## src/tpsc_pkg.sv

```systemverilog
// ----------------------------------------------------------------------------
// tpsc_pkg
// Types, codes and constants shared by the two-point scale calibration core.
// ----------------------------------------------------------------------------
package tpsc_pkg;

  localparam int SER_W  = 32;   // width of the bit-serial compare pass
  localparam int LVL_W  = 24;   // load-cell reading width
  localparam int WG_W   = 12;   // known weight width
  localparam int DM_W   = 22;   // reading difference kept for the divider
  localparam int FRAC_W = 16;   // fraction bits of the scale factor
  localparam int Q_W    = 26;   // scale factor width
  localparam int DIV_W  = DM_W + FRAC_W;

  // phase codes
  localparam logic [3:0] PH_IDLE       = 4'd0;
  localparam logic [3:0] PH_TRIG       = 4'd1;
  localparam logic [3:0] PH_STARTED    = 4'd2;
  localparam logic [3:0] PH_WAIT_EMPTY = 4'd3;
  localparam logic [3:0] PH_MEAS_EMPTY = 4'd4;
  localparam logic [3:0] PH_WAIT_FULL  = 4'd5;
  localparam logic [3:0] PH_MEAS_FULL  = 4'd6;
  localparam logic [3:0] PH_COMPLETE   = 4'd7;
  localparam logic [3:0] PH_ERROR      = 4'd8;

  // error codes
  localparam logic [1:0] ERR_NONE    = 2'd0;
  localparam logic [1:0] ERR_TIMEOUT = 2'd1;
  localparam logic [1:0] ERR_FACTOR  = 2'd2;
  localparam logic [1:0] ERR_SAVE    = 2'd3;

  // event kinds
  localparam logic [1:0] FN_UPDATE = 2'd0;
  localparam logic [1:0] FN_START  = 2'd1;
  localparam logic [1:0] FN_CANCEL = 2'd2;

  // gestures
  localparam logic [1:0] GS_UPRIGHT  = 2'd1;
  localparam logic [1:0] GS_INVERTED = 2'd2;

  // register indexes
  localparam logic [2:0] CFG_STARTED_DISPLAY = 3'd0;
  localparam logic [2:0] CFG_EMPTY_TIMEOUT   = 3'd1;
  localparam logic [2:0] CFG_FULL_TIMEOUT    = 3'd2;
  localparam logic [2:0] CFG_NET_GRAMS       = 3'd3;
  localparam logic [2:0] CFG_FILL_THRESHOLD  = 3'd4;
  localparam logic [2:0] CFG_STABILITY_BAND  = 3'd5;
  localparam logic [2:0] CFG_STABLE_HOLD     = 3'd6;

  // register reset values
  localparam logic [15:0] RST_STARTED_DISPLAY = 16'd3000;
  localparam logic [31:0] RST_EMPTY_TIMEOUT   = 32'd60000;
  localparam logic [31:0] RST_FULL_TIMEOUT    = 32'd120000;
  localparam logic [11:0] RST_NET_GRAMS       = 12'd830;
  localparam logic [23:0] RST_FILL_THRESHOLD  = 24'd300000;
  localparam logic [23:0] RST_STABILITY_BAND  = 24'd5000;
  localparam logic [15:0] RST_STABLE_HOLD     = 16'd5000;

  typedef struct packed {
    logic [1:0]              func;
    logic [31:0]             now_ms;
    logic [1:0]              gesture;
    logic signed [LVL_W-1:0] live_level;
    logic                    meas_valid;
    logic                    meas_stable;
    logic signed [LVL_W-1:0] meas_raw;
    logic                    save_ok;
  } req_t;

  typedef struct packed {
    logic [3:0]              phase;
    logic                    cal_mode;
    logic                    success;
    logic [1:0]              error_code;
    logic signed [LVL_W-1:0] empty_level;
    logic signed [LVL_W-1:0] full_level;
    logic [Q_W-1:0]          scale_q16;
    logic                    save_request;
  } rsp_t;

  // operands of one serial compare pass
  typedef struct packed {
    logic [SER_W-1:0] now_ms;
    logic [SER_W-1:0] t_start;
    logic [SER_W-1:0] t_limit;
    logic [SER_W-1:0] h_start;
    logic [SER_W-1:0] h_limit;
    logic [SER_W-1:0] load;
    logic [SER_W-1:0] empty;
    logic [SER_W-1:0] last;
    logic [SER_W-1:0] thr;
    logic [SER_W-1:0] band;
    logic [SER_W-1:0] mraw;
    logic [SER_W-1:0] lim;
  } ser_ops_t;

  // outcome of one serial compare pass
  typedef struct packed {
    logic            t_ge;
    logic            h_ge;
    logic            fill_hit;
    logic            band_hit;
    logic            fac_ok;
    logic [DM_W-1:0] dm;
  } ser_res_t;

endpackage

```

## src/tpsc_serial.sv

```systemverilog
// ----------------------------------------------------------------------------
// tpsc_serial
// Bit-serial compare unit: all timer, band and factor tests, LSB first.
// ----------------------------------------------------------------------------
module tpsc_serial (
  input  logic               clk,
  input  logic               rst,
  input  logic               start,
  input  tpsc_pkg::ser_ops_t ops,
  output logic               done,
  output tpsc_pkg::ser_res_t res
);

  localparam int CntW = $clog2(tpsc_pkg::SER_W);

  function automatic logic [1:0] fa(input logic a, input logic b, input logic ci);
    fa = {(a & b) | (a & ci) | (b & ci), a ^ b ^ ci};
  endfunction

  tpsc_pkg::ser_ops_t         sr;
  logic [CntW-1:0]            cnt;
  logic                       run;
  logic                       c_t1, c_t2, c_h1, c_h2;
  logic                       c_f1, c_f2, c_f3, f2s, f3s;
  logic                       c_b1, c_b2, c_b3, b2s, b3s, b3nz;
  logic                       c_m1, c_m2, m1s, m1nz, m2s;
  logic [tpsc_pkg::DM_W-1:0]  dm_sr;

  logic [1:0] t1, t2, h1, h2, f1, f2, f3, b1, b2, b3, m1, m2;

  always_comb begin
    t1 = fa(sr.now_ms[0], ~sr.t_start[0], c_t1);
    t2 = fa(t1[0], ~sr.t_limit[0], c_t2);
    h1 = fa(sr.now_ms[0], ~sr.h_start[0], c_h1);
    h2 = fa(h1[0], ~sr.h_limit[0], c_h2);
    f1 = fa(sr.load[0], ~sr.empty[0], c_f1);
    f2 = fa(sr.thr[0], ~f1[0], c_f2);
    f3 = fa(sr.thr[0], f1[0], c_f3);
    b1 = fa(sr.load[0], ~sr.last[0], c_b1);
    b2 = fa(b1[0], ~sr.band[0], c_b2);
    b3 = fa(b1[0], sr.band[0], c_b3);
    m1 = fa(sr.mraw[0], ~sr.empty[0], c_m1);
    m2 = fa(sr.lim[0], ~m1[0], c_m2);
  end

  always_ff @(posedge clk) begin
    if (rst) begin
      run  <= 1'b0;
      done <= 1'b0;
      cnt  <= '0;
    end else begin
      done <= 1'b0;
      if (start) begin
        run <= 1'b1;
        cnt <= '0;
      end else if (run) begin
        cnt <= cnt + 1'b1;
        if (cnt == CntW'(tpsc_pkg::SER_W - 1)) begin
          run  <= 1'b0;
          done <= 1'b1;
        end
      end
    end
  end

  always_ff @(posedge clk) begin
    if (start) begin
      sr   <= ops;
      c_t1 <= 1'b1; c_t2 <= 1'b1;
      c_h1 <= 1'b1; c_h2 <= 1'b1;
      c_f1 <= 1'b1; c_f2 <= 1'b1; c_f3 <= 1'b0;
      c_b1 <= 1'b1; c_b2 <= 1'b1; c_b3 <= 1'b0;
      c_m1 <= 1'b1; c_m2 <= 1'b1;
      b3nz <= 1'b0;
      m1nz <= 1'b0;
    end else if (run) begin
      sr.now_ms  <= sr.now_ms >> 1;
      sr.t_start <= sr.t_start >> 1;
      sr.t_limit <= sr.t_limit >> 1;
      sr.h_start <= sr.h_start >> 1;
      sr.h_limit <= sr.h_limit >> 1;
      sr.load    <= sr.load >> 1;
      sr.empty   <= sr.empty >> 1;
      sr.last    <= sr.last >> 1;
      sr.thr     <= sr.thr >> 1;
      sr.band    <= sr.band >> 1;
      sr.mraw    <= sr.mraw >> 1;
      sr.lim     <= sr.lim >> 1;
      c_t1 <= t1[1]; c_t2 <= t2[1];
      c_h1 <= h1[1]; c_h2 <= h2[1];
      c_f1 <= f1[1]; c_f2 <= f2[1]; c_f3 <= f3[1];
      f2s  <= f2[0]; f3s  <= f3[0];
      c_b1 <= b1[1]; c_b2 <= b2[1]; c_b3 <= b3[1];
      b2s  <= b2[0]; b3s  <= b3[0];
      b3nz <= b3nz | b3[0];
      c_m1 <= m1[1]; c_m2 <= m2[1];
      m1s  <= m1[0]; m2s  <= m2[0];
      m1nz <= m1nz | m1[0];
      if (cnt < CntW'(tpsc_pkg::DM_W)) begin
        dm_sr <= {m1[0], dm_sr[tpsc_pkg::DM_W-1:1]};
      end
    end
  end

  // final carries give unsigned >=, top sum bits give signs
  always_comb begin
    res.t_ge     = c_t2;
    res.h_ge     = c_h2;
    res.fill_hit = f2s | f3s;
    res.band_hit = b2s & ~b3s & b3nz;
    res.fac_ok   = ~m1s & m1nz & ~m2s;
    res.dm       = dm_sr;
  end

endmodule

```

## src/tpsc_div.sv

```systemverilog
// ----------------------------------------------------------------------------
// tpsc_div
// Bit-serial restoring divider for the Q10.16 scale factor.
// ----------------------------------------------------------------------------
module tpsc_div (
  input  logic                       clk,
  input  logic                       rst,
  input  logic                       start,
  input  logic [tpsc_pkg::DM_W-1:0]  dm,
  input  logic [tpsc_pkg::WG_W-1:0]  grams,
  output logic                       done,
  output logic [tpsc_pkg::Q_W-1:0]   quo
);

  localparam int DivW = tpsc_pkg::DIV_W;
  localparam int WgW  = tpsc_pkg::WG_W;
  localparam int CntW = $clog2(DivW);

  logic [DivW-1:0] dvd;
  logic [WgW-1:0]  rem;
  logic [CntW-1:0] cnt;
  logic            run;
  logic [WgW:0]    r2;
  logic [WgW:0]    rdiff;
  logic            ge;

  always_comb begin
    r2    = {rem, dvd[DivW-1]};
    rdiff = r2 - {1'b0, grams};
    ge    = r2 >= {1'b0, grams};
  end

  always_ff @(posedge clk) begin
    if (rst) begin
      run  <= 1'b0;
      done <= 1'b0;
      cnt  <= '0;
    end else begin
      done <= 1'b0;
      if (start) begin
        run <= 1'b1;
        cnt <= '0;
      end else if (run) begin
        cnt <= cnt + 1'b1;
        if (cnt == CntW'(DivW - 1)) begin
          run  <= 1'b0;
          done <= 1'b1;
        end
      end
    end
  end

  always_ff @(posedge clk) begin
    if (start) begin
      dvd <= {dm, {tpsc_pkg::FRAC_W{1'b0}}};
      rem <= '0;
    end else if (run) begin
      dvd <= dvd << 1;
      rem <= ge ? rdiff[WgW-1:0] : r2[WgW-1:0];
      quo <= {quo[tpsc_pkg::Q_W-2:0], ge};
    end
  end

endmodule

```

## src/two_point_scale_calibration_fsm_core.sv

```systemverilog
// ----------------------------------------------------------------------------
// two_point_scale_calibration_fsm_core
// Two-point load-cell calibration sequencer with bit-serial arithmetic.
// ----------------------------------------------------------------------------
// One request beat is taken at a time and answered by exactly one response
// beat. Every beat passes through the serial unit before the next ready: the
// timer, fill, stability-band and factor-range tests all run LSB first
// through one 32-bit serial compare pass. A full measurement that yields a
// valid factor and a good save adds the 38-step restoring divider. A finished
// response waits in the output register, and the next request is accepted
// while it waits.
module two_point_scale_calibration_fsm_core (
  input  logic              clk,
  input  logic              rst,
  input  logic              req_valid,
  output logic              req_ready,
  input  tpsc_pkg::req_t    req_data,
  output logic              rsp_valid,
  input  logic              rsp_ready,
  output tpsc_pkg::rsp_t    rsp_data,
  input  logic              cfg_we,
  input  logic [2:0]        cfg_addr,
  input  logic [31:0]       cfg_wdata
);

  localparam int SerW = tpsc_pkg::SER_W;
  localparam int LvlW = tpsc_pkg::LVL_W;

  typedef enum logic [3:0] {
    CT_IDLE = 4'b0001,
    CT_SER  = 4'b0010,
    CT_DIV  = 4'b0100,
    CT_DONE = 4'b1000
  } ctrl_t;

  ctrl_t ctrl;

  // configuration
  logic [15:0] started_display_ms;
  logic [31:0] empty_timeout_ms;
  logic [31:0] full_timeout_ms;
  logic [11:0] net_grams;
  logic [23:0] fill_threshold;
  logic [23:0] stability_band;
  logic [15:0] stable_hold_ms;

  // sequencer state
  logic [3:0]              phase_reg, phase_next;
  logic [31:0]             phase_start_time, phase_start_time_next;
  logic [31:0]             empty_wait_start, empty_wait_start_next;
  logic [31:0]             full_wait_start, full_wait_start_next;
  logic [31:0]             stable_start_time, stable_start_time_next;
  logic [LvlW-1:0]         last_level, last_level_next;
  logic                    is_stable, is_stable_next;
  logic [LvlW-1:0]         empty_reg, empty_reg_next;
  logic [LvlW-1:0]         full_reg, full_reg_next;
  logic [tpsc_pkg::Q_W-1:0] scale_reg, scale_reg_next;
  logic                    mode_flag, mode_flag_next;
  logic                    success_flag, success_flag_next;
  logic [1:0]              error_reg, error_reg_next;
  logic                    save_req;

  tpsc_pkg::req_t     req_q;
  tpsc_pkg::ser_ops_t ops;
  tpsc_pkg::ser_res_t sres;
  logic               ser_done;
  logic               div_start;
  logic               div_done;
  logic [tpsc_pkg::Q_W-1:0] quo;
  logic               accept;
  logic               commit;
  logic               need_div;
  logic               abortable;
  logic               clear_run;
  logic [SerW-1:0]    lim;

  assign req_ready = (ctrl == CT_IDLE);
  assign accept    = req_valid && req_ready;
  assign commit    = (ctrl == CT_DONE) && (!rsp_valid || rsp_ready);

  // configuration writes
  always_ff @(posedge clk) begin
    if (rst) begin
      started_display_ms <= tpsc_pkg::RST_STARTED_DISPLAY;
      empty_timeout_ms   <= tpsc_pkg::RST_EMPTY_TIMEOUT;
      full_timeout_ms    <= tpsc_pkg::RST_FULL_TIMEOUT;
      net_grams          <= tpsc_pkg::RST_NET_GRAMS;
      fill_threshold     <= tpsc_pkg::RST_FILL_THRESHOLD;
      stability_band     <= tpsc_pkg::RST_STABILITY_BAND;
      stable_hold_ms     <= tpsc_pkg::RST_STABLE_HOLD;
    end else if (cfg_we) begin
      case (cfg_addr)
        tpsc_pkg::CFG_STARTED_DISPLAY: started_display_ms <= cfg_wdata[15:0];
        tpsc_pkg::CFG_EMPTY_TIMEOUT:   empty_timeout_ms   <= cfg_wdata;
        tpsc_pkg::CFG_FULL_TIMEOUT:    full_timeout_ms    <= cfg_wdata;
        tpsc_pkg::CFG_NET_GRAMS:       net_grams          <= cfg_wdata[11:0];
        tpsc_pkg::CFG_FILL_THRESHOLD:  fill_threshold     <= cfg_wdata[23:0];
        tpsc_pkg::CFG_STABILITY_BAND:  stability_band     <= cfg_wdata[23:0];
        tpsc_pkg::CFG_STABLE_HOLD:     stable_hold_ms     <= cfg_wdata[15:0];
        default: ;
      endcase
    end
  end

  // net_grams * 1000 as shifts
  assign lim = (SerW'(net_grams) << 10) - (SerW'(net_grams) << 4)
             - (SerW'(net_grams) << 3);

  // operands of the serial pass, taken from the incoming beat and the sequencer state
  always_comb begin
    ops.now_ms  = req_data.now_ms;
    ops.h_start = stable_start_time;
    ops.h_limit = SerW'(stable_hold_ms);
    ops.load    = {{(SerW-LvlW){req_data.live_level[LvlW-1]}}, req_data.live_level};
    ops.empty   = {{(SerW-LvlW){empty_reg[LvlW-1]}}, empty_reg};
    ops.last    = {{(SerW-LvlW){last_level[LvlW-1]}}, last_level};
    ops.thr     = SerW'(fill_threshold);
    ops.band    = SerW'(stability_band);
    ops.mraw    = {{(SerW-LvlW){req_data.meas_raw[LvlW-1]}}, req_data.meas_raw};
    ops.lim     = lim;
    case (phase_reg)
      tpsc_pkg::PH_STARTED: begin
        ops.t_start = phase_start_time;
        ops.t_limit = SerW'(started_display_ms);
      end
      tpsc_pkg::PH_WAIT_EMPTY: begin
        ops.t_start = empty_wait_start;
        ops.t_limit = empty_timeout_ms;
      end
      default: begin
        ops.t_start = full_wait_start;
        ops.t_limit = full_timeout_ms;
      end
    endcase
  end

  tpsc_serial u_ser (
    .clk   (clk),
    .rst   (rst),
    .start (accept),
    .ops   (ops),
    .done  (ser_done),
    .res   (sres)
  );

  tpsc_div u_div (
    .clk   (clk),
    .rst   (rst),
    .start (div_start),
    .dm    (sres.dm),
    .grams (net_grams),
    .done  (div_done),
    .quo   (quo)
  );

  assign abortable = phase_reg inside {[tpsc_pkg::PH_STARTED:tpsc_pkg::PH_MEAS_FULL]};

  assign need_div = (req_q.func == tpsc_pkg::FN_UPDATE)
                 && (phase_reg == tpsc_pkg::PH_MEAS_FULL)
                 && (req_q.gesture != tpsc_pkg::GS_INVERTED)
                 && req_q.meas_valid && req_q.meas_stable && req_q.save_ok
                 && sres.fac_ok && (net_grams != '0);

  assign div_start = (ctrl == CT_SER) && ser_done && need_div;

  // sequencer next state
  always_comb begin
    phase_next             = phase_reg;
    phase_start_time_next  = phase_start_time;
    empty_wait_start_next  = empty_wait_start;
    full_wait_start_next   = full_wait_start;
    stable_start_time_next = stable_start_time;
    last_level_next        = last_level;
    is_stable_next         = is_stable;
    empty_reg_next         = empty_reg;
    full_reg_next          = full_reg;
    scale_reg_next         = scale_reg;
    mode_flag_next         = mode_flag;
    success_flag_next      = success_flag;
    error_reg_next         = error_reg;
    save_req               = 1'b0;
    clear_run              = 1'b0;
    case (req_q.func)
      tpsc_pkg::FN_START: begin
        mode_flag_next        = 1'b1;
        phase_next            = tpsc_pkg::PH_TRIG;
        phase_start_time_next = req_q.now_ms;
        success_flag_next     = 1'b0;
        error_reg_next        = tpsc_pkg::ERR_NONE;
        clear_run             = 1'b1;
      end
      tpsc_pkg::FN_CANCEL: begin
        mode_flag_next = 1'b0;
        phase_next     = tpsc_pkg::PH_IDLE;
        clear_run      = 1'b1;
      end
      tpsc_pkg::FN_UPDATE: begin
        if (abortable && req_q.gesture == tpsc_pkg::GS_INVERTED) begin
          mode_flag_next = 1'b0;
          phase_next     = tpsc_pkg::PH_IDLE;
          clear_run      = 1'b1;
        end else begin
          case (phase_reg)
            tpsc_pkg::PH_TRIG: begin
              phase_next            = tpsc_pkg::PH_STARTED;
              phase_start_time_next = req_q.now_ms;
            end
            tpsc_pkg::PH_STARTED: begin
              if (sres.t_ge) begin
                phase_next            = tpsc_pkg::PH_WAIT_EMPTY;
                empty_wait_start_next = req_q.now_ms;
              end
            end
            tpsc_pkg::PH_WAIT_EMPTY: begin
              if (sres.t_ge) begin
                phase_next     = tpsc_pkg::PH_ERROR;
                error_reg_next = tpsc_pkg::ERR_TIMEOUT;
                mode_flag_next = 1'b0;
              end else if (req_q.gesture == tpsc_pkg::GS_UPRIGHT) begin
                phase_next            = tpsc_pkg::PH_MEAS_EMPTY;
                phase_start_time_next = req_q.now_ms;
              end
            end
            tpsc_pkg::PH_MEAS_EMPTY: begin
              if (!req_q.meas_valid || !req_q.meas_stable) begin
                phase_next            = tpsc_pkg::PH_WAIT_EMPTY;
                empty_wait_start_next = req_q.now_ms;
              end else begin
                empty_reg_next         = req_q.meas_raw;
                phase_next             = tpsc_pkg::PH_WAIT_FULL;
                full_wait_start_next   = req_q.now_ms;
                stable_start_time_next = '0;
                last_level_next        = '0;
                is_stable_next         = 1'b0;
              end
            end
            tpsc_pkg::PH_WAIT_FULL: begin
              if (sres.t_ge) begin
                phase_next     = tpsc_pkg::PH_ERROR;
                error_reg_next = tpsc_pkg::ERR_TIMEOUT;
                mode_flag_next = 1'b0;
              end else if (req_q.gesture != tpsc_pkg::GS_UPRIGHT) begin
                is_stable_next = 1'b0;
              end else if (sres.fill_hit && sres.band_hit) begin
                if (!is_stable) begin
                  is_stable_next         = 1'b1;
                  stable_start_time_next = req_q.now_ms;
                  last_level_next        = req_q.live_level;
                end else if (sres.h_ge) begin
                  phase_next            = tpsc_pkg::PH_MEAS_FULL;
                  phase_start_time_next = req_q.now_ms;
                  is_stable_next        = 1'b0;
                end
              end else begin
                is_stable_next  = 1'b0;
                last_level_next = req_q.live_level;
              end
            end
            tpsc_pkg::PH_MEAS_FULL: begin
              if (!req_q.meas_valid || !req_q.meas_stable) begin
                phase_next           = tpsc_pkg::PH_WAIT_FULL;
                full_wait_start_next = req_q.now_ms;
                is_stable_next       = 1'b0;
              end else begin
                full_reg_next = req_q.meas_raw;
                if (!sres.fac_ok || net_grams == '0) begin
                  phase_next     = tpsc_pkg::PH_ERROR;
                  error_reg_next = tpsc_pkg::ERR_FACTOR;
                  mode_flag_next = 1'b0;
                end else begin
                  save_req = 1'b1;
                  if (!req_q.save_ok) begin
                    phase_next     = tpsc_pkg::PH_ERROR;
                    error_reg_next = tpsc_pkg::ERR_SAVE;
                    mode_flag_next = 1'b0;
                  end else begin
                    scale_reg_next        = quo;
                    success_flag_next     = 1'b1;
                    phase_next            = tpsc_pkg::PH_COMPLETE;
                    phase_start_time_next = req_q.now_ms;
                    mode_flag_next        = 1'b0;
                  end
                end
              end
            end
            default: ;
          endcase
        end
      end
      default: ;
    endcase
    if (clear_run) begin
      empty_reg_next         = '0;
      full_reg_next          = '0;
      stable_start_time_next = '0;
      last_level_next        = '0;
      is_stable_next         = 1'b0;
      empty_wait_start_next  = '0;
      full_wait_start_next   = '0;
    end
  end

  // control sequencer
  always_ff @(posedge clk) begin
    if (rst) begin
      ctrl <= CT_IDLE;
    end else begin
      case (ctrl)
        CT_IDLE: begin
          if (accept) ctrl <= CT_SER;
        end
        CT_SER: begin
          if (ser_done) ctrl <= need_div ? CT_DIV : CT_DONE;
        end
        CT_DIV: begin
          if (div_done) ctrl <= CT_DONE;
        end
        CT_DONE: begin
          if (commit) ctrl <= CT_IDLE;
        end
        default: ctrl <= CT_IDLE;
      endcase
    end
  end

  always_ff @(posedge clk) begin
    if (accept) req_q <= req_data;
  end

  // state commit together with the response beat
  always_ff @(posedge clk) begin
    if (rst) begin
      phase_reg         <= tpsc_pkg::PH_IDLE;
      phase_start_time  <= '0;
      empty_wait_start  <= '0;
      full_wait_start   <= '0;
      stable_start_time <= '0;
      last_level        <= '0;
      is_stable         <= 1'b0;
      empty_reg         <= '0;
      full_reg          <= '0;
      scale_reg         <= '0;
      mode_flag         <= 1'b0;
      success_flag      <= 1'b0;
      error_reg         <= tpsc_pkg::ERR_NONE;
      rsp_valid         <= 1'b0;
    end else begin
      if (commit) begin
        phase_reg         <= phase_next;
        phase_start_time  <= phase_start_time_next;
        empty_wait_start  <= empty_wait_start_next;
        full_wait_start   <= full_wait_start_next;
        stable_start_time <= stable_start_time_next;
        last_level        <= last_level_next;
        is_stable         <= is_stable_next;
        empty_reg         <= empty_reg_next;
        full_reg          <= full_reg_next;
        scale_reg         <= scale_reg_next;
        mode_flag         <= mode_flag_next;
        success_flag      <= success_flag_next;
        error_reg         <= error_reg_next;
        rsp_valid         <= 1'b1;
      end else if (rsp_valid && rsp_ready) begin
        rsp_valid <= 1'b0;
      end
    end
  end

  always_ff @(posedge clk) begin
    if (commit) begin
      rsp_data.phase        <= phase_next;
      rsp_data.cal_mode     <= mode_flag_next;
      rsp_data.success      <= success_flag_next;
      rsp_data.error_code   <= error_reg_next;
      rsp_data.empty_level  <= empty_reg_next;
      rsp_data.full_level   <= full_reg_next;
      rsp_data.scale_q16    <= scale_reg_next;
      rsp_data.save_request <= save_req;
    end
  end

endmodule

```

## config.mk

```make
export PLATFORM = sky130hd
export DESIGN_NAME = two_point_scale_calibration_fsm_core
export DESIGN_NICKNAME = d
export VERILOG_FILES = /design/src/tpsc_pkg.sv /design/src/tpsc_serial.sv /design/src/tpsc_div.sv /design/src/two_point_scale_calibration_fsm_core.sv
export SDC_FILE = /design/constraint.sdc
export NUM_CORES = 2
export LEC_CHECK = 0
export ABC_AREA = 0
export BUFFER_PORTS_ARGS = -buffer_cell sky130_fd_sc_hd__buf_4
export CAP_MARGIN = 20
export CORE_MARGIN = 2
export CORE_UTILIZATION = 45
export CTS_CLUSTER_SIZE = 20
export DETAILED_ROUTE_END_ITERATION = 8
export GPL_TIMING_DRIVEN = 0
export HOLD_SLACK_MARGIN = 0.05
export SLEW_MARGIN = 20
export SYNTH_ARGS = -nofsm -noshare
export SYNTH_HDL_FRONTEND = slang
export SYNTH_SLANG_ARGS = --single-unit
```

## constraint.sdc

```tcl
create_clock -name clk -period 14.5 [get_ports clk]
set_clock_uncertainty 0.1 [all_clocks]
set_input_delay 0 -clock clk [delete_from_list [all_inputs] [get_ports clk]]
set_output_delay 0 -clock clk [all_outputs]
set_load 0.02 [all_outputs]
```

# [After elaboration in Yosys (flattened, before gate mapping)]
# Index checks and enable logic that the tools add are counted.
[classes] add_sub_neg=5 order_cmp=4 eq_ne=50 mux=127 bitwise=105 reduce_logical=59
[ops] cell="2-to-1 mux 32 bit" count=28
[ops] cell="2-to-1 mux 384 bit" count=2
[ops] cell="2-to-1 mux 24 bit" count=18
[ops] cell="case mux 32 bit (2 select lines)" count=4
[ops] cell="2-to-1 mux 26 bit" count=6
[ops] cell="case mux 32 bit (4 select lines)" count=1
[ops] cell="case mux 64 bit (2 select lines)" count=1
[ops] cell="2-to-1 mux 38 bit" count=2
[ops] cell="2-to-1 mux 4 bit" count=17
[ops] cell="case mux 24 bit (2 select lines)" count=1
[ops] cell="inequality test 3 bit, second input constant" count=15
[ops] cell="AND 1 bit" count=40
[ops] cell="2-to-1 mux 1 bit" count=30
[ops] cell="bitwise OR 1 bit" count=27
[ops] cell="case mux 4 bit (6 select lines)" count=1
[ops] cell="subtractor 23 x 16 -> 24 bit" count=1
[ops] cell="subtractor 22 x 16 -> 23 bit" count=1
[ops] cell="XOR 1 bit" count=20
[ops] cell="inverter 1 bit" count=18
[ops] cell="AND reduction 2 bit" count=9
[ops] cell="equality test 4 x 3 -> 1 bit, second input constant" count=4
[ops] cell="case mux 4 bit (4 select lines)" count=1
[ops] cell="logical AND 1 bit" count=15
[ops] cell="AND reduction 14 bit" count=1
[ops] cell="other kinds (47)" count=87
[totals] ff_bits=1035 inputBits=127 out_inout_bits=85 wordCells=430

# [Depth between registers and ports, before layout]
[depth] ltp_word=11 ltp_mapped=15 ltp_nobuf=14

# [Cells and area by module]
# Synthesis repeated with hierarchy kept, for this count alone.
[hier_totals] cells_unflattened=3896 area_unflattened_um2=45165.8
[modules_own_cells] mod="two_point_scale_calibration_fsm_core" n_inst=1 cells_per_inst=2675 area_each_um2=23658.9 seq_area_each_um2=13032.5
[modules_own_cells] mod="tpsc_serial" n_inst=1 cells_per_inst=960 area_each_um2=18241.2 seq_area_each_um2=12792.3
[modules_own_cells] mod="tpsc_div" n_inst=1 cells_per_inst=261 area_each_um2=3265.6 seq_area_each_um2=1841.8

# [Worst setup path after synthesis]
# OpenSTA, ideal clock, no wires.
[synth_timing] path_kind="flip-flop to flip-flop" start="register u_ser.run" end="register u_ser.sr[0] (netlist bit) (enable)" setup_ps=779 t_arrival_ps=9290 required_ps=13621 slack_ps=4332 path_stages_with_launch=4 n_path_buf=2 synth_period_minus_slack_ps=10168 cell_sequence="dfxtp_1 -> clkbuf_1 -> clkbuf_1 -> nand2b_1"
[synth_between] elab_chain_len=1
[synth_lines] element="start: declaration" line="tpsc_serial.sv:22" rtl="logic run;"
[synth_lines] element="start signal: assignment" line="tpsc_serial.sv:48" rtl="run <= 1'b0;"
[synth_lines] element="start signal: assignment" line="tpsc_serial.sv:54" rtl="run <= 1'b1;"
[synth_lines] element="start signal: assignment" line="tpsc_serial.sv:59" rtl="run <= 1'b0;"
[synth_lines] element="nonzero test 2 bit (no source line)"
[synth_lines] element="end signal: assignment" line="tpsc_serial.sv:68" rtl="sr <= ops;"
[synth_lines] element="end: declaration" line="tpsc_serial.sv:20" rtl="tpsc_pkg::ser_ops_t sr;"
# Every way passes these cells.
# A chain may end at the register's enable or synchronous reset.

# [Worst setup path after layout]
[layout_timing] start="register net_grams[0]" end="register u_div.dvd[27] (enable)"
[layout_between] elab_chain_len=4
[layout_lines] element="start: declaration" line="two_point_scale_calibration_fsm_core.sv:42" rtl="logic [11:0] net_grams;"
[layout_lines] element="start signal: assignment" line="two_point_scale_calibration_fsm_core.sv:87" rtl="net_grams <= tpsc_pkg::RST_NET_GRAMS;"
[layout_lines] element="start signal: assignment" line="two_point_scale_calibration_fsm_core.sv:96" rtl="tpsc_pkg::CFG_NET_GRAMS: net_grams <= cfg_wdata[11:0];"
[layout_lines] element="nonzero test 12 bit" line="two_point_scale_calibration_fsm_core.sv:162" rtl="&& sres.fac_ok && (net_grams != '0);"
[layout_lines] element="logical AND 1 bit" line="two_point_scale_calibration_fsm_core.sv:162"
[layout_lines] element="logical AND 1 bit" line="two_point_scale_calibration_fsm_core.sv:164" rtl="assign div_start = (ctrl == CT_SER) && ser_done && need_div;"
[layout_lines] element="nonzero test 2 bit (no source line)"
[layout_lines] element="end signal: assignment" line="tpsc_div.sv:55" rtl="dvd <= {dm, {tpsc_pkg::FRAC_W{1'b0}}};"
[layout_lines] element="end signal: assignment" line="tpsc_div.sv:58" rtl="dvd <= dvd << 1;"
[layout_lines] element="end: declaration" line="tpsc_div.sv:19" rtl="logic [DivW-1:0] dvd;"
# Every way passes these cells.

==> results.toml <==
[drt]
detail_route.drc_violations = 0
routed_vias = 33300
wl_per_cell_um = 18.7
wl_mm = 118
drtIter0Drc = 2766
ant_nets = 0
vias_per_inst = 5.28
detail_route.first_pass.iterations = 5

[sta]
final-max-slew-violation-count = 0
layout_min_cycle_time_ns = 4.72
tightest_slew_ns = 1.13
fmax_mhz = 212
final.setup.worst_slack_ns = 9.78
finalHoldViolations = 0
rsz0062_at_grt = "no"
final_min_period_over_clock_period_pct = 32.5
slew-limit-headroom_pct = 24.5
setup_viol = 0
final.hold.worst_slack_ns = 0.0934

[layout]
design.final.nets = 5112
largest_reg_flops = 352
flow.area_growth_from_synthesis_pct = 22.5
drive_above_1_share_pct = 10.6
final_cell_mix = "nand2_1, edfxtp_1, dfxtp_1, a21oi_1, dlygate4sd3_1"
layout_commonest_cell = "nand2_1"
registers.top_by_ff_count = "u_ser.sr"
biggest_regs = "u_ser.sr (352), req_q (87), rsp_data (83)"
filler_cell_count = 8456

[clock_tree]
cts_made_buffers = 109
postCtsHoldBufs = 244
cts_setup_buffers = 0
cts.root.buffer_cell = "clkbuf_16"
postCtsResizedCells = 0
htree_levels = 3
cts.sink_count = 1035
cts.reportedPaths.clkPinSlew_ns = 0.06
cts_max_path_buffers = 3
cts_tree = "built"
clock_insertion_delay_worst_skew_ns = 0.69

[setup_path]
crit_arrival_ns = 4.92
cp_data_required_time_ns = 14.70
worstPathMaxFanout = 22
critical_path_class = "flip-flop to flip-flop"
critical_path_endpoint_category = "flip-flop"
critPathLaunchType = "flip-flop"

[floorplanning]
die-height_um = 314
start_util_pct = 45.4
die_width_um = 314
num_rows = 113
ios = 212
fp.dieArea_um2 = 98300
core_region_area_um2 = 95000

[global_route]
grt_usage_pct = 23.7
antenna_found_initial = 7
grt_pass1_vias = 31900
overflow = 0
grt_max_degree = 52
grt_pass1_wl_mm = 183

[synthesis]
number_of_synthesized_register_bits = 1035
synth-simple-area-share_pct = 19.9
post_synth.cell_area_avg_um2 = 9.90
post_synth_num_cell_types = 91
post_synthesis_compound_gate_area_fraction_pct = 9.81
synth-warning-count = 0
synth-edff-count = 598
muxShareOfSynthArea_pct = 2.79
synth_top_cell_area_share_pct = 41.6
synth_area_um2 = 43100
synth-main-ff-cell = "edfxtp_1"
synth_top_area_cell = "edfxtp_1"
synth_nets = 4534
ys_top_cells_by_area = "edfxtp_1, dfxtp_1, nand2_1"
async_flop_share_pct = 0
post_synth_fa_ha_maj_area_fraction_pct = 1.61
synth-seq-area-share_pct = 61.9
synth-xor-area-share_pct = 0.751
post_synth_inst_count = 4359
synth_top_family_by_area = "simple AND/OR/NAND/NOR gates"

[placement]
portBuffers = 210
post_dp_hpwl_mm = 80.9
placement.setup.worst_slack_ns = 9.77
routability_congestion_estimate_from_global_placement = 0.922

[power_and_ir_drop]
power.ir.vdd_worst_mv = 0.0835
power_per_cell_area_nw_per_um2 = 138
power.static_leakage_nw = 20.2

[flow_run]
drv_cap = 0

[outcome]
outcome = "completed"

[worst_hold_path]
hold_class = "primary input to flip-flop"
kinds of logic (layout without fill, tap and decap cells):
group,count (synthesis),in the layout
xor+xnor,37,37
simple gates,2064,2064
buf+inv,329,1004
flops,1035,1035
mux,117,117
compound gates,728,728
fa+ha+maj,49,49
other cells,0,3
worst paths after layout:
kind                                    start                                  to  slack [ns]  cells after the start
hold reg to reg   last_level[11]$_SDFFE_PP0P_         last_level[11]$_SDFFE_PP0P_        0.35                      2
setup / recovery    net_grams[0]$_SDFFE_PP0P_             u_div.dvd[27]$_DFFE_PP_        9.78                     10
setup reg to reg    net_grams[0]$_SDFFE_PP0P_             u_div.dvd[27]$_DFFE_PP_        9.78                     10
hold / removal                   cfg_wdata[0]  started_display_ms[0]$_SDFFE_PP0P_        0.09                      4
Yosys cell counts, types with 13 or more instances:
cell and instances:
dfxtp_1 437, edfxtp_1 598, xnor2_1 25, nor2b_1 13
ha_1 37, and3_1 21, a21o_1 49, a21oi_1 426
nand3_1 166, clkbuf_1 212, nor3_1 36, inv_1 44
a31oi_1 27, and2_1 17, buf_2 46, nand2_1 1536
a21oi_2 23, nand3b_1 48, mux2i_1 91, a211oi_1 16
o21ai_0 95, mux2_2 26, nor2_1 159
through the flow:
step | util, % | TNS [ns] | instances | area, um2 | total power [W]
after floorplan | - | 0 | 4359 | 43100 | 0.00412
after global placement | 48.7 | -499.38 | 5834 | 46300 | 0.00444
final | 55.6 | 0 | 6302 | 52900 | 0.00729
after global routing | 55.6 | 0 | 6301 | 52900 | 0.00757
after detailed placement | 49.1 | 0 | 5847 | 46600 | 0.00438
after CTS | 55.6 | 0 | 6299 | 52800 | 0.00733
area by class of cell:
class	instances	area, um2	share of cell area, %
diodes	3	7.51	0.0142
plain buffers	282	1220	2.31
clock buffers	156	3090	5.84
clock inverters	52	674	1.28
inverters	47	176	0.334
multi-input cells	2995	15100	28.5
flip-flops and latches	1035	26700	50.5
well taps	1265	1580	2.99
repair buffers	467	4330	8.19
metal layers:
layer	share of wire [%]	track usage, %	vias to the layer above
met3	6.4	3.51	186
li1	-	-	16100
met1	44	32.5	16000
met4	3.1	8.20	2
met5	0.011	0	-
met2	47	38.5	945
power by group:
part,internal [W],switching (W)
combinational,0.000277,0.000527
sequential,0.00346,0.000102
clock,0.00173,0.00119
total,0.00547,0.00182
critical path: stages (launching register included):
cell      delay (ns)
dfxtp_1         0.40
buf_2           0.28
inv_1           0.14
ha_1            0.26
nor3b_4         0.19
a41oi_1         0.69
nand3_1         0.41
nor2_4          0.40
nand3_1         0.30
clkbuf_1        0.37
nand2_1         0.80
(Power assumes the default switching activity.)
